`src/sv/pnjs_pkg.sv`:
```
// Package with shared types and constants of the nine-point Jacobi sweep.
`timescale 1ns / 1ps
package pnjs_pkg;

    localparam int COEF_WIDTH = 32;
    localparam int CFG_IDX_WIDTH = 3;
    localparam int OUT_POS_WIDTH = 10;

    typedef enum logic [CFG_IDX_WIDTH-1:0] {
        CFG_GRID_COLS     = 3'd0,
        CFG_GRID_ROWS     = 3'd1,
        CFG_COEF_HORZ     = 3'd2,
        CFG_COEF_VERT     = 3'd3,
        CFG_COEF_DIAG     = 3'd4,
        CFG_COEF_SRC_CTR  = 3'd5,
        CFG_COEF_SRC_CROSS = 3'd6
    } t_cfg_idx;

    typedef struct packed {
        logic signed [COEF_WIDTH-1:0] horz;
        logic signed [COEF_WIDTH-1:0] vert;
        logic signed [COEF_WIDTH-1:0] diag;
        logic signed [COEF_WIDTH-1:0] src_ctr;
        logic signed [COEF_WIDTH-1:0] src_cross;
    } t_coefs;

    typedef struct packed {
        logic push;
        logic full;
    } t_q_ctrl;

endpackage

```
`src/sv/pnjs_queue.sv`:
```
// Short register queue between the front end and the arithmetic back end.
`timescale 1ns / 1ps
module pnjs_queue #(
    parameter int WIDTH = 64,
    parameter int DEPTH = 4
) (
    input  logic                  i_clk,
    input  logic                  i_rst_n,
    input  pnjs_pkg::t_q_ctrl     i_ctrl,
    input  logic [WIDTH-1:0]      i_data,
    input  logic                  i_pop,
    output logic                  o_valid,
    output logic                  o_full,
    output logic [WIDTH-1:0]      o_data
);
    import pnjs_pkg::*;

    localparam int PW = $clog2(DEPTH);
    localparam int NW = $clog2(DEPTH + 1);

    logic [WIDTH-1:0] r_mem [DEPTH];
    logic [PW-1:0]    r_wp, r_rp;
    logic [NW-1:0]    r_count;

    always_ff @(posedge i_clk) begin
        if (!i_rst_n) begin
            r_wp <= '0;
            r_rp <= '0;
            r_count <= '0;
        end else begin
            if (i_ctrl.push) begin
                r_wp <= (r_wp == PW'(DEPTH - 1)) ? '0 : r_wp + PW'(1);
            end
            if (i_pop) begin
                r_rp <= (r_rp == PW'(DEPTH - 1)) ? '0 : r_rp + PW'(1);
            end
            if (i_ctrl.push && !i_pop) begin
                r_count <= r_count + NW'(1);
            end else if (!i_ctrl.push && i_pop) begin
                r_count <= r_count - NW'(1);
            end
        end
    end

    always_ff @(posedge i_clk) begin
        if (i_ctrl.push) begin
            r_mem[r_wp] <= i_data;
        end
    end

    assign o_valid = (r_count != '0);
    assign o_full = (r_count == NW'(DEPTH));
    assign o_data = r_mem[r_rp];

    a_no_overflow: assert property (@(posedge i_clk) disable iff (!i_rst_n)
        i_ctrl.push |-> !o_full)
        else $error("queue push while full");
    a_full_agrees: assert property (@(posedge i_clk) disable iff (!i_rst_n)
        i_ctrl.full == o_full)
        else $error("front end sees a different full state");
    a_no_underflow: assert property (@(posedge i_clk) disable iff (!i_rst_n)
        i_pop |-> o_valid)
        else $error("queue pop while empty");
    a_count_range: assert property (@(posedge i_clk) disable iff (!i_rst_n)
        r_count <= NW'(DEPTH))
        else $error("queue count out of range");
endmodule

```
`config.mk`:
```
export PLATFORM = sky130hd
export DESIGN_NAME = pnjs_queue
export DESIGN_NICKNAME = d
export VERILOG_FILES = /design/src/sv/pnjs_pkg.sv /design/src/sv/pnjs_queue.sv
export SDC_FILE = /design/constraint.sdc
export NUM_CORES = 1
export LEC_CHECK = 0
export BUFFER_PORTS_ARGS = -buffer_cell sky130_fd_sc_hd__buf_2
export CORE_MARGIN = 10
export CORE_UTILIZATION = 30
export CTS_BUF_LIST = sky130_fd_sc_hd__clkbuf_8
export CTS_CLUSTER_SIZE = 20
export DETAILED_ROUTE_END_ITERATION = 7
export PLACE_DENSITY = 0.47
export SLEW_MARGIN = 20
export SYNTH_ARGS = -nofsm -noshare
export SYNTH_HDL_FRONTEND = slang
export SYNTH_SLANG_ARGS = --single-unit
```
`constraint.sdc`:
```
create_clock -name i_clk -period 3.12 [get_ports i_clk]
set_input_delay 0.156 -clock i_clk [delete_from_list [all_inputs] [get_ports i_clk]]
set_output_delay 0.156 -clock i_clk [all_outputs]
set_load 0.005 [all_outputs]
```
==> results.toml <==
[outcome]
status = "completed"

[layout]
multiInputGateArea_sq_um = 1730
finalNonFillerCells = 1093
nets = 695
seq_area_sq_um = 7875
finish.utilization_pct = 38.47
fill_cells = 3015
n_antenna_cell = 0
drive_above_1_share_pct = 39.78
fin_area_sq_um = 12450
areaGrowthSynthToFinish_pct = 27.48

[floorplan]
io_pins = 135
start_util_pct = 30.18
die_y_um = 200.5
coreArea_sq_um = 32370
row_count = 66
die_x_um = 200.5
die-area_sq_um = 40180

[detailed_routing]
drt_first_iter_violations = 193
wirelength_um = 20570
wl_per_cell_um = 18.82
drc = 0
viasPerCell = 4.265
ant_nets = 0
dr.pass1.iters = 4
num_vias = 4662

[power_and_ir_drop]
p_leak_uw = 0.004287
vdd_ir_drop_max_v = 0.0003070
powerDensity_nw_per_um2 = 612.0

[clock_network]
cts_made_buffers = 46
cts_root_buffer = "clkbuf_8"
clock_latency_ns = 0.53
path_clk_slew_ns = 0.06
cts_tree = "done"
h-tree-depth = 2
cts.sinks = 265
cts_setup_buffers = 0
ctsLongestPathBuffers = 3

[yosys]
syn_nets = 454
syn_inst = 378
syn_area_sq_um = 9769
syn_avg_cell_area_sq_um = 25.84
post_synth_num_cell_types = 23
synth-seq-area-share_pct = 80.53
ys_seq_elements = 265
yosys_warnings = 0

[setup_path]
critPathLaunchType = "register"
path_class = "reg -> out"
cp-end-kind = "primary output"
worstRegToRegCells = 3
required_ns = 2.96
regToRegSetupSlack_ns = 1.32
worst-path-buf-inv = 2
cpPeakStageDelay_ns = 0.62
crit_path_max_fanout = 15
path_delay_family = "multiplexers"
cp_slowest_cell = "mux4_1"
cp.depth = 3
crit_arrival_ns = 2.12
path_cells = "buf_4 -> mux4_1 -> buf_2"

[timing]
tightest_slew_ns = 0.5739
min_period_over_period_pct = 73.07
tns_ns = 0
drv_slew = 0
setup_viol = 0
min_period_ns = 2.280
finalClockSkew_ns = 0.01822
relSlewSlack_pct = 61.74
fmax_ghz = 0.4386
hold_viol = 0
grt_setup_unrepaired = "no"

[placed_design]
dp_cells = 947
placed_area_sq_um = 10970
port_buffers = 133
gp_congestion = 0.6531
hpwl_um = 12270

[min_path]
holdCritPathClass = "in -> reg"
min_delay_path_depth = 3

[grt]
grt-ovfl-total = 0
grt_max_degree = 35
grt_pass1_wl_um = 32000
antenna_found_initial = 0
grt_pass1_vias = 5452
grtUsageTotal_pct = 10.13

[run]
maxCapViolCount = 0
-- tightest hold or removal path: cells and delay by family --
family	cells	cell delay, ns
and+or+nand+nor	1	0.10
muxes	1	0.09
buffers and inverters	1	0.18
-- power breakdown --
group          switching (uW)  internal [uW]  total [uW]
clock                    1280           1510        2790
combinational             330            363         693
sequential               57.7           4080        4140
total                    1670           5950        7620
-- cells in the mapped netlist --
master | count | share of area, %
edfxtp_1 | 256 | 79
mux4_2 | 60 | 14
dfxtp_1 | 9 | 1.8
buf_12 | 6 | 1.2
buf_2 | 6 | 0.31
ha_1 | 6 | 0.77
and2_1 | 5 | 0.32
nor2b_1 | 5 | 0.32
inv_1 | 4 | 0.15
mux2i_1 | 4 | 0.41
mux4_1 | 4 | 1.1
or3_1 | 2 | 0.13
a21boi_0 | 1 | 0.077
buf_6 | 1 | 0.12
clkbuf_2 | 1 | 0.051
fa_1 | 1 | 0.20
nor2_1 | 1 | 0.038
nor3_1 | 1 | 0.051
nor3b_1 | 1 | 0.077
o21a_1 | 1 | 0.077
o21ai_0 | 1 | 0.051
xnor2_1 | 1 | 0.090
xor2_1 | 1 | 0.090
-- registers in the layout, indices dropped and copies added (netlist names), named ones only --
name and flops:
r_mem 256, r_count 3, r_rp 2, r_wp 2
-- path summary, 6_finish.rpt --
path / to / from
worst max-delay path: o_data[57] / register
worst min-delay path: r_wp[0] / i_ctrl[1]
worst max register to register: r_mem[3][7] / r_wp[0]
worst min register to register: register / r_rp[1]
-- cell type report --
| cell class | count | share of cell area (%) |
|---|---|---|
| Sequential cell | 265 | 63.23 |
| Multi-Input combinational cell | 95 | 13.89 |
| Timing Repair Buffer | 207 | 11.73 |
| Clock buffer | 49 | 5.415 |
| Tap cell | 442 | 4.440 |
| Clock inverter | 31 | 1.165 |
| Inverter | 4 | 0.1206 |
-- kinds of logic (layout without fill, tap and decap cells) --
kind of cell,after synthesis,after routing,synth area share (%)
adders and majority gates,7,7,0.9733
buffers and inverters,18,291,1.857
xor gates and xnor gates,2,2,0.1793
muxes,68,68,15.32
AOI/OAI and AO/OA,3,3,0.2049
and+or+nand+nor,15,15,0.9349
DFF,265,265,80.53
-- cell usage in the layout, fill, tap and decap left out, drive strengths merged --
master / instances
dlygate4sd3: 66
inv: 24
bufinv: 1
and2: 5
nor3: 1
nor2b: 5
a21boi: 1
xnor2: 1
xor2: 1
mux4: 64
edfxtp: 256
nor2: 1
dfxtp: 9
clkinv: 10
or3: 2
ha: 6
buf: 141
o21ai: 1
clkbuf: 49
nor3b: 1
fa: 1
o21a: 1
mux2i: 4
-- timing repair --
item	CTS	global route
resized for setup	0	0
hold buffers	66	0
hold endpoints to repair	265	0
-- stage by stage --
step	hold WS, ns	worst slack, ns	power [uW]
after floorplan	0.2549	0.6374	4549
after global placement	0.3644	1.332	4833
after detailed placement	0.3737	1.268	4863
after CTS	0.004829	0.7184	7776
after global routing	0.01175	0.6352	8014
final	0.04248	0.8402	7622
-- layer usage --
| layer | wire length, um | track usage, % | up-vias |
|---|---|---|---|
| met5 | 0 | 0 | - |
| met4 | 368 | 3.354 | 0 |
| met3 | 1185 | 3.163 | 33 |
| met2 | 10110 | 16.73 | 126 |
| met1 | 8897 | 12.40 | 2395 |
| li1 | - | - | 2108 |
(Power assumes the default switching activity.)
